$ cat src/rtl/core/bpc_pkg.sv
// bpc_pkg: shared constants, item types and helpers for the block permutation cipher
// used by every module under rtl/core
package bpc_pkg;

	localparam int MAX_BLOCK = 8;
	localparam int IDX_W     = $clog2(MAX_BLOCK);
	localparam int CNT_W     = 4;
	localparam int CFG_W     = 32;
	localparam int CFG_IDX_W = 2;

	localparam logic [7:0]       PAD_BYTE        = 8'h20;
	localparam logic [CNT_W-1:0] BLOCK_SIZE_RST  = 4'd4;
	localparam logic [31:0]      PERM_MAP_RST    = 32'h0000_1423;

	typedef enum logic [CFG_IDX_W-1:0] {
		REG_BLOCK_SIZE = 2'd0,
		REG_PERM_MAP   = 2'd1,
		REG_MODE       = 2'd2
	} cfg_reg_t;

	typedef struct packed {
		logic [7:0] in_byte;
		logic       in_final;
	} in_item_t;

	typedef struct packed {
		logic [7:0] out_byte;
		logic       out_last;
	} out_item_t;

	typedef struct packed {
		logic             load;
		logic [CNT_W-1:0] held;
	} grp_load_t;

	// block size clamped to 1..MAX_BLOCK
	function automatic logic [CNT_W-1:0] eff_size(input logic [CNT_W-1:0] v);
		logic [CNT_W-1:0] k;
		k = v;
		if (v == '0) begin
			k = CNT_W'(1);
		end else if (v > CNT_W'(MAX_BLOCK)) begin
			k = CNT_W'(MAX_BLOCK);
		end
		return k;
	endfunction

endpackage

$ cat src/rtl/core/bpc_collect.sv
// bpc_collect: group buffer and fill count, detects the byte that closes a group
// depends on bpc_pkg
module bpc_collect (
	input  logic                                   clk,
	input  logic                                   arst_n,
	input  logic                                   in_valid,
	output logic                                   in_stall,
	input  bpc_pkg::in_item_t                      in_item,
	input  logic [bpc_pkg::CNT_W-1:0]              ksize,
	input  logic                                   mode,
	input  logic                                   emit_free,
	output bpc_pkg::grp_load_t                     grp_load,
	output logic [bpc_pkg::MAX_BLOCK-1:0][7:0]     group
);
	import bpc_pkg::*;

	logic [CNT_W-1:0]           fill_q;
	logic [MAX_BLOCK-1:0][7:0]  gbuf_q;
	logic [CNT_W-1:0]           fill_next;
	logic [IDX_W-1:0]           wr_idx;
	logic                       full;
	logic                       close;
	logic                       emit;
	logic                       accept;

	assign wr_idx    = fill_q[IDX_W-1:0];
	assign fill_next = fill_q + CNT_W'(1);
	assign full      = fill_next >= ksize;
	assign close     = full || in_item.in_final;
	assign emit      = full || (in_item.in_final && !mode);
	assign in_stall  = in_valid && emit && !emit_free;
	assign accept    = in_valid && !in_stall;

	assign grp_load.load = accept && emit;
	assign grp_load.held = full ? ksize : fill_next;

	// group as it stands once the current byte is in
	always_comb begin
		for (int i = 0; i < MAX_BLOCK; i++) begin
			group[i] = (IDX_W'(i) == wr_idx) ? in_item.in_byte : gbuf_q[i];
		end
	end

	always_ff @(posedge clk or negedge arst_n) begin
		if (!arst_n) begin
			fill_q <= '0;
		end else if (accept) begin
			fill_q <= close ? '0 : fill_next;
		end
	end

	always_ff @(posedge clk) begin
		if (accept) begin
			gbuf_q[wr_idx] <= in_item.in_byte;
		end
	end

endmodule

$ cat src/rtl/core/bpc_emit.sv
// bpc_emit: holds one closed group and sends its permuted bytes through the output register
// depends on bpc_pkg
module bpc_emit (
	input  logic                                   clk,
	input  logic                                   arst_n,
	input  bpc_pkg::grp_load_t                     grp_load,
	input  logic [bpc_pkg::MAX_BLOCK-1:0][7:0]     group,
	input  logic [bpc_pkg::CNT_W-1:0]              ksize,
	input  logic                                   mode,
	input  logic [31:0]                            perm_map,
	output logic                                   emit_free,
	output logic                                   out_valid,
	input  logic                                   out_stall,
	output bpc_pkg::out_item_t                     out_item
);
	import bpc_pkg::*;

	logic                       busy_q;
	logic [MAX_BLOCK-1:0][7:0]  ebuf_q;
	logic [CNT_W-1:0]           held_q;
	logic [IDX_W-1:0]           pos_q;
	logic [IDX_W-1:0]           last_q;
	logic                       ovalid_q;
	out_item_t                  oitem_q;

	logic                       advance;
	logic                       last_pos;
	logic [3:0]                 src;
	logic [3:0]                 srcm1;
	logic [3:0]                 want;
	logic                       inv_found;
	logic [IDX_W-1:0]           inv_idx;
	logic [7:0]                 sel_byte;

	assign advance   = busy_q && (!ovalid_q || !out_stall);
	assign last_pos  = pos_q == last_q;
	assign emit_free = !busy_q || (advance && last_pos);

	assign src   = perm_map[{pos_q, 2'b00} +: 4];
	assign srcm1 = src - 4'd1;
	assign want  = {1'b0, pos_q} + 4'd1;

	// inverse lookup, lowest matching position wins
	always_comb begin
		inv_found = 1'b0;
		inv_idx   = '0;
		for (int i = MAX_BLOCK - 1; i >= 0; i--) begin
			if (IDX_W'(i) <= last_q && perm_map[i*4 +: 4] == want) begin
				inv_found = 1'b1;
				inv_idx   = IDX_W'(i);
			end
		end
	end

	always_comb begin
		sel_byte = PAD_BYTE;
		if (!mode) begin
			if (src != 4'd0 && srcm1 <= {1'b0, last_q} && srcm1 < held_q) begin
				sel_byte = ebuf_q[srcm1[IDX_W-1:0]];
			end
		end else if (inv_found && {1'b0, inv_idx} < held_q) begin
			sel_byte = ebuf_q[inv_idx];
		end
	end

	always_ff @(posedge clk or negedge arst_n) begin
		if (!arst_n) begin
			busy_q   <= 1'b0;
			pos_q    <= '0;
			ovalid_q <= 1'b0;
		end else begin
			if (advance) begin
				ovalid_q <= 1'b1;
			end else if (!out_stall) begin
				ovalid_q <= 1'b0;
			end
			if (grp_load.load) begin
				busy_q <= 1'b1;
				pos_q  <= '0;
			end else if (advance && last_pos) begin
				busy_q <= 1'b0;
			end else if (advance) begin
				pos_q <= pos_q + IDX_W'(1);
			end
		end
	end

	always_ff @(posedge clk) begin
		if (grp_load.load) begin
			ebuf_q <= group;
			held_q <= grp_load.held;
			last_q <= IDX_W'(ksize - CNT_W'(1));
		end
		if (advance) begin
			oitem_q.out_byte <= sel_byte;
			oitem_q.out_last <= last_pos;
		end
	end

	assign out_valid = ovalid_q;
	assign out_item  = oitem_q;

endmodule

$ cat src/rtl/core/block_permutation_cipher_unit.sv
// block_permutation_cipher_unit: top level, config registers, collector and emitter
// depends on bpc_pkg, bpc_collect, bpc_emit
// the closing item loads its group into the emitter buffer; the first byte then passes through the output register
// throughput: one item in and one item out per cycle while neither side is stalled
// the closing item of a group waits only while the previous group still has bytes to send
// reset: arst_n clears fill count, emitter and output valid, config to size 4, perm 3,2,4,1, encrypt
module block_permutation_cipher_unit (
	input  logic                              clk,
	input  logic                              arst_n,
	input  logic                              in_valid,
	output logic                              in_stall,
	input  bpc_pkg::in_item_t                 in_item,
	output logic                              out_valid,
	input  logic                              out_stall,
	output bpc_pkg::out_item_t                out_item,
	input  logic                              cfg_we,
	input  logic [bpc_pkg::CFG_IDX_W-1:0]     cfg_index,
	input  logic [bpc_pkg::CFG_W-1:0]         cfg_data
);
	import bpc_pkg::*;

	logic [CNT_W-1:0]           block_size_q;
	logic [31:0]                perm_map_q;
	logic                       mode_q;
	logic [CNT_W-1:0]           ksize;
	logic                       emit_free;
	grp_load_t                  grp_load;
	logic [MAX_BLOCK-1:0][7:0]  group;

	always_ff @(posedge clk or negedge arst_n) begin
		if (!arst_n) begin
			block_size_q <= BLOCK_SIZE_RST;
			perm_map_q   <= PERM_MAP_RST;
			mode_q       <= 1'b0;
		end else if (cfg_we) begin
			unique case (cfg_index)
				REG_BLOCK_SIZE: block_size_q <= cfg_data[CNT_W-1:0];
				REG_PERM_MAP:   perm_map_q   <= cfg_data[31:0];
				REG_MODE:       mode_q       <= cfg_data[0];
				default: ;
			endcase
		end
	end

	assign ksize = eff_size(block_size_q);

	bpc_collect u_collect (
		.clk       (clk),
		.arst_n    (arst_n),
		.in_valid  (in_valid),
		.in_stall  (in_stall),
		.in_item   (in_item),
		.ksize     (ksize),
		.mode      (mode_q),
		.emit_free (emit_free),
		.grp_load  (grp_load),
		.group     (group)
	);

	bpc_emit u_emit (
		.clk       (clk),
		.arst_n    (arst_n),
		.grp_load  (grp_load),
		.group     (group),
		.ksize     (ksize),
		.mode      (mode_q),
		.perm_map  (perm_map_q),
		.emit_free (emit_free),
		.out_valid (out_valid),
		.out_stall (out_stall),
		.out_item  (out_item)
	);

endmodule

$ cat config.mk
export PLATFORM = sky130hd
export DESIGN_NAME = block_permutation_cipher_unit
export DESIGN_NICKNAME = d
export VERILOG_FILES = /design/src/rtl/core/bpc_pkg.sv /design/src/rtl/core/bpc_collect.sv /design/src/rtl/core/bpc_emit.sv /design/src/rtl/core/block_permutation_cipher_unit.sv
export SDC_FILE = /design/constraint.sdc
export NUM_CORES = 1
export LEC_CHECK = 0
export BUFFER_PORTS_ARGS = -buffer_cell sky130_fd_sc_hd__buf_2
export CORE_ASPECT_RATIO = 0.5
export CORE_UTILIZATION = 55
export DETAILED_ROUTE_END_ITERATION = 10
export PLACE_DENSITY = 0.83
export RECOVER_POWER = 25
export SKIP_CTS_REPAIR_TIMING = 1
export SLEW_MARGIN = 20
export SYNTH_ARGS = -nofsm -noshare
export SYNTH_HDL_FRONTEND = slang
export SYNTH_SLANG_ARGS = --single-unit
$ cat constraint.sdc
create_clock -name clk -period 6.9 [get_ports clk]
set_input_delay 1.38 -clock clk [delete_from_list [all_inputs] [get_ports clk]]
set_output_delay 1.38 -clock clk [all_outputs]
set_load 0.1 [all_outputs]
# Word level (Yosys, flattened, before mapping)
# Index checks and enable logic that the tools add are counted.
word_totals:
  output_inout_bits: 11
  inputBits: 48
  wordCells: 154
  register_bits: 190
op_classes:
  n_lt_le_gt_ge: 17
  n_shift: 1
  n_reduce_logical: 39
  n_mux: 45
  eq_ne: 20
  add_sub_neg: 5
ops:
  columns: ["operator", "n"]
  rows:
  - ["two-way mux 8 bit", 14]
  - ["bitwise mux 64 bit", 1]
  - ["binary-select mux 8 bit (select 3 bit)", 2]
  - ["two-way mux 3 bit", 11]
  - ["equality test 4 bit", 8]
  - ["indexed part select 32 x 6 -> 4 bit", 1]
  - ["demux 8 bit (select 3 bit)", 1]
  - ["logical AND 1 bit", 19]
  - ["two-way mux 4 bit", 4]
  - ["equality test 3 bit, first input constant", 4]
  - ["less-or-equal comparator 3 bit, first input constant", 4]
  - ["< comparator 3 x 4 -> 1 bit, second input constant", 3]
  - ["two-way mux 1 bit", 12]
  - ["AND reduction 2 bit", 4]
  - ["equality test 2 x 3 -> 1 bit, first input constant", 2]
  - ["less-or-equal comparator 1 x 3 -> 1 bit, first input constant", 2]
  - ["less-or-equal comparator 2 x 3 -> 1 bit, first input constant", 2]
  - ["zero test 1 bit", 6]
  - ["adder 3 x 1 -> 4 bit, second input constant", 1]
  - ["adder 4 x 1 -> 4 bit, second input constant", 1]
  - ["greater-or-equal comparator 4 bit", 1]
  - ["> comparator 4 bit, second input constant", 1]
  - ["less-or-equal comparator 4 x 3 -> 1 bit", 1]
  - ["zero test 4 bit", 1]
  - ["other kinds (17)", 21]

# Depth between registers and ports, before layout
depth:
  word_depth: 15
  ltp_mapped: 18
  mapped_depth_nobuf: 13

# Cells and area by module
# A second synthesis with hierarchy kept.
hier_totals:
  hier_cells: 663
  hier_area_um2: 10029.6
modules_own_cells:
  columns: ["mod", "cells_per_inst", "instances", "area_each_um2", "seq_area_each_um2"]
  rows:
  - ["bpc_emit", 380, 1, 5383.9, 2527.4]
  - ["bpc_collect", 198, 1, 3203.1, 2021.9]
  - ["block_permutation_cipher_unit", 85, 1, 1442.6, 933.4]

# Worst setup path before layout
# OpenSTA, ideal clock, no wires.
synth_timing:
  path_type: "register to register"
  from: "reg u_collect.fill_q[0]"
  to: "reg u_emit.busy_q"
  required_time_ps: 6813
  path_slack_ps: 242
  period_less_slack_ps: 6658
  path_stages_with_launch: 12
  setup_ps: 87
  arrival_ps: 6571
  n_path_buf: 1
  path_cell_list: "dfrtp_1 clkbuf_1 inv_1 ha_1 ha_1 a21o_1 a21o_1 a21oi_1 a21oi_1 nand2b_1 a21oi_1 or2_2"
synth_rtl:
  columns: ["item", "line_no", "text"]
  rows:
  - ["from (decl)", "bpc_collect.sv:17", "logic [CNT_W-1:0] fill_q;"]
  - ["from (signal assigned)", "bpc_collect.sv:48", "fill_q <= close ? '0 : fill_next;"]
  - ["to (signal assigned)", "bpc_emit.sv:68", "busy_q <= 1'b0;"]
  - ["to (signal assigned)", "bpc_emit.sv:78", "busy_q <= 1'b1;"]
  - ["to (signal assigned)", "bpc_emit.sv:81", "busy_q <= 1'b0;"]
  - ["to (decl)", "bpc_emit.sv:18", "logic busy_q;"]

# Worst setup path in the final report
layout_timing:
  from: "reg u_collect.fill_q[0]"
  to: "out in_stall"
layout_via:
  elab_chain_len: 5
layout_lines:
  columns: ["item", "line_no", "text"]
  rows:
  - ["adder 4 x 1 -> 4 bit", "bpc_collect.sv:27", "assign fill_next = fill_q + CNT_W'(1);"]
  - ["greater-or-equal comparator 4 bit", "bpc_collect.sv:28", "assign full = fill_next >= ksize;"]
  - ["logical OR 1 bit", "bpc_collect.sv:30", "assign emit = full || (in_item.in_final && !mode);"]
  - ["logical AND 1 bit (2 in a row)", "bpc_collect.sv:31", "assign in_stall = in_valid && emit && !emit_free;"]
  - ["to (decl)", "block_permutation_cipher_unit.sv:11", "output logic in_stall,"]
# Every way passes these cells.

==> impl_metrics.ini <==
[clock_network]
clk_latency_ps = 440
cts_buffers = 17
cts_buffer_depth = 2
htreeDepth = 4
clk_pin_slew_worst_paths_ps = 70
cts_tree = done
root_buffer = clkbuf_16
clock-sinks = 190

[grt]
antenna_found_initial = 0
grt-ovfl-total = 0
grt_max_degree = 47
first_global_vias = 6146
track_usage_pct = 25.6
grt_pass1_wl_mm = 34.2

[layout]
antenna_cells = 0
drive_gt1_share_pct = 35.1
fillCellCount = 1139
layout_common_cells = 144 x edfxtp_1, 100 x mux2_2, 78 x inv_1
layout.nets = 798
final_common_cell = edfxtp_1
area.growth.synth_to_final_pct = 11.9

[sta]
fin_crit_ps = 5240
setup_viol = 0
rsz0062_at_grt = no
fmax_mhz = 191
drv_slew = 47
fin_tns_setup_ps = 0
tightest_slew_ps = 2380
period_share_pct = 76.0
finClkSkew_ps = 9.25
hold_viol_final = 0
slew_headroom_pct = -58.9

[yosys]
netlist.top_cell.by_area = edfxtp_1
ys_seq_area_share_pct = 56.5
synth.area.top_cells = edfxtp_1 45%, mux2_2 12%, dfrtp_1 10%, mux4_2 8.8%, inv_1 3.0%
synth-async-reset-ratio_pct = 24.2
syn-num-nets = 741
synth-seq-cells = 190
synth-edff-count = 144
synthCells = 671
synth_ff_type = edfxtp_1
synthDistinctLibCells = 69
avgSynthCellArea_um2 = 14.5
synth_top_cell_area_share_pct = 44.6
netlist_area_um2 = 9700
yosysWarnings = 0

[placement]
gp_congestion = 0.903
dp_hpwl_mm = 14.8
portBuffers = 58

[floorplanning]
rows = 33
die_h_um = 95.9
io_pins = 59
die_x_um = 190
initial_utilization_pct = 57.7
die_area_um2 = 18200
coreArea_um2 = 16800

[routing]
remaining_drc_errors = 0
wl_per_cell_um = 22.7
totalWireLength_mm = 22.0
drtIter0Drc = 597
dr.pass1.iters = 5
drtAntennaViolNets = 0
avgViaCountPerCell = 6.20
vias = 5998

[setup_path]
crit_required_ps = 5520
critPathMaxFanout = 13
crit_type = reg -> out
startpoint_type = flop
cp_data_arrival_time_ps = 3860
ff2ff_setup_slack_ps = 1880
end_kind = primary output

[power_and_ir_drop]
power_density_nw_per_um2 = 479
p_leak_nw = 4.15
power.total_mw = 5.20
ir_worst_vdd_mv = 0.279

[run_status]
violations = capacitance limit, slew limit
outcome = finished, violations left

[worst_hold_path]
hold_class = reg -> reg

[flow_run]
cap_violations = 1
[synth_stat cells (all sizes together), types with 3 or more instances]
| master | instances |
|---|---|
| a21boi | 3 |
| a21o | 3 |
| a21oi | 7 |
| and2 | 3 |
| and3 | 4 |
| buf | 14 |
| clkbuf | 12 |
| dfrtp | 40 |
| dfstp | 6 |
| edfxtp | 144 |
| ha | 22 |
| inv | 80 |
| mux2 | 100 |
| mux2i | 8 |
| mux4 | 38 |
| nand2 | 40 |
| nand2b | 4 |
| nand3 | 7 |
| nand4 | 4 |
| nor2 | 10 |
| nor2b | 3 |
| nor3 | 9 |
| nor4 | 3 |
| o21ai | 25 |
| o221ai | 7 |
| or2 | 3 |
| xnor2 | 23 |
| xor2 | 13 |
[routing by layer]
metal,GRT usage [%],vias to the layer above,share of wire (%)
met5,0,-,0
met4,12.2,0,3.0
met3,4.96,55,6.3
met2,43.0,281,49
met1,32.7,3049,41
li1,-,2613,-
[flip-flops by register name, summed over array words and instances, names as in the netlist]
name and cells:
u_collect.gbuf_q 64, u_emit.ebuf_q 64, perm_map_q 32, u_emit.out_item 9, block_size_q 4, u_collect.fill_q 4, u_emit.held_q 4, u_emit.last_q 3
u_emit.pos_q 3, mode_q 1, u_emit.busy_q 1, u_emit.out_valid 1
[path summary, 6_finish.rpt]
path                                      from              endpoint  depth (start not counted)
min                              u_emit.busy_q      u_emit.out_valid                          1
max in group asynchronous               arst_n       u_emit.pos_q[0]                          1
max                        u_collect.fill_q[0]              in_stall                          9
max reg2reg                u_collect.fill_q[0]  u_collect.gbuf_q[57]                         10
min in group asynchronous               arst_n                mode_q                          1
min reg2reg                      u_emit.busy_q      u_emit.out_valid                          1
[power breakdown]
part           internal (mW)  total, mW  switching (mW)
clock                  0.520       1.00           0.480
combinational           1.04       2.44            1.40
sequential              1.54       1.76           0.219
[logic make-up (layout without fill, tap and decap cells)]
logic type,count (synthesis),in the layout,synth area share (%)
compound gates,69,69,5.33
xor+xnor,38,38,3.92
fa+ha+maj,22,22,2.84
buf+inv,106,176,4.73
flops,190,190,56.5
mux,146,146,21.2
simple gates,100,100,5.44
[critical path, stage by stage, from the launching register on]
cell     delay [ps]
dfrtp_1         760
inv_1           230
ha_1            390
ha_1            310
a21o_1          160
a21o_1          170
a21oi_1         740
a21oi_1         170
and2_1          210
buf_2           280
[final cells by class]
| type | instances | area [um2] | share of cell area [%] |
|---|---|---|---|
| clock buffer | 18 | 429 | 3.95 |
| clock inverter | 14 | 169 | 1.56 |
| inverter | 80 | 300 | 2.77 |
| multi-input combinational | 375 | 3830 | 35.3 |
| sequential | 190 | 5480 | 50.5 |
| tap | 227 | 284 | 2.62 |
| timing repair buffer | 64 | 358 | 3.30 |
[stage by stage]
step	utilization [%]	area [um2]	hold WS (ps)	setup WS, ps	instances
2_1_floorplan	-	9700	442	242	671
3_3_place_gp	60.8	10200	453	2030	935
3_5_place_dp	60.9	10200	474	1880	935
4_1_cts	64.4	10800	497	1780	967
5_1_grt	64.6	10900	523	1540	968
6_report	64.6	10900	498	1660	968
(Power assumes the default switching activity.)
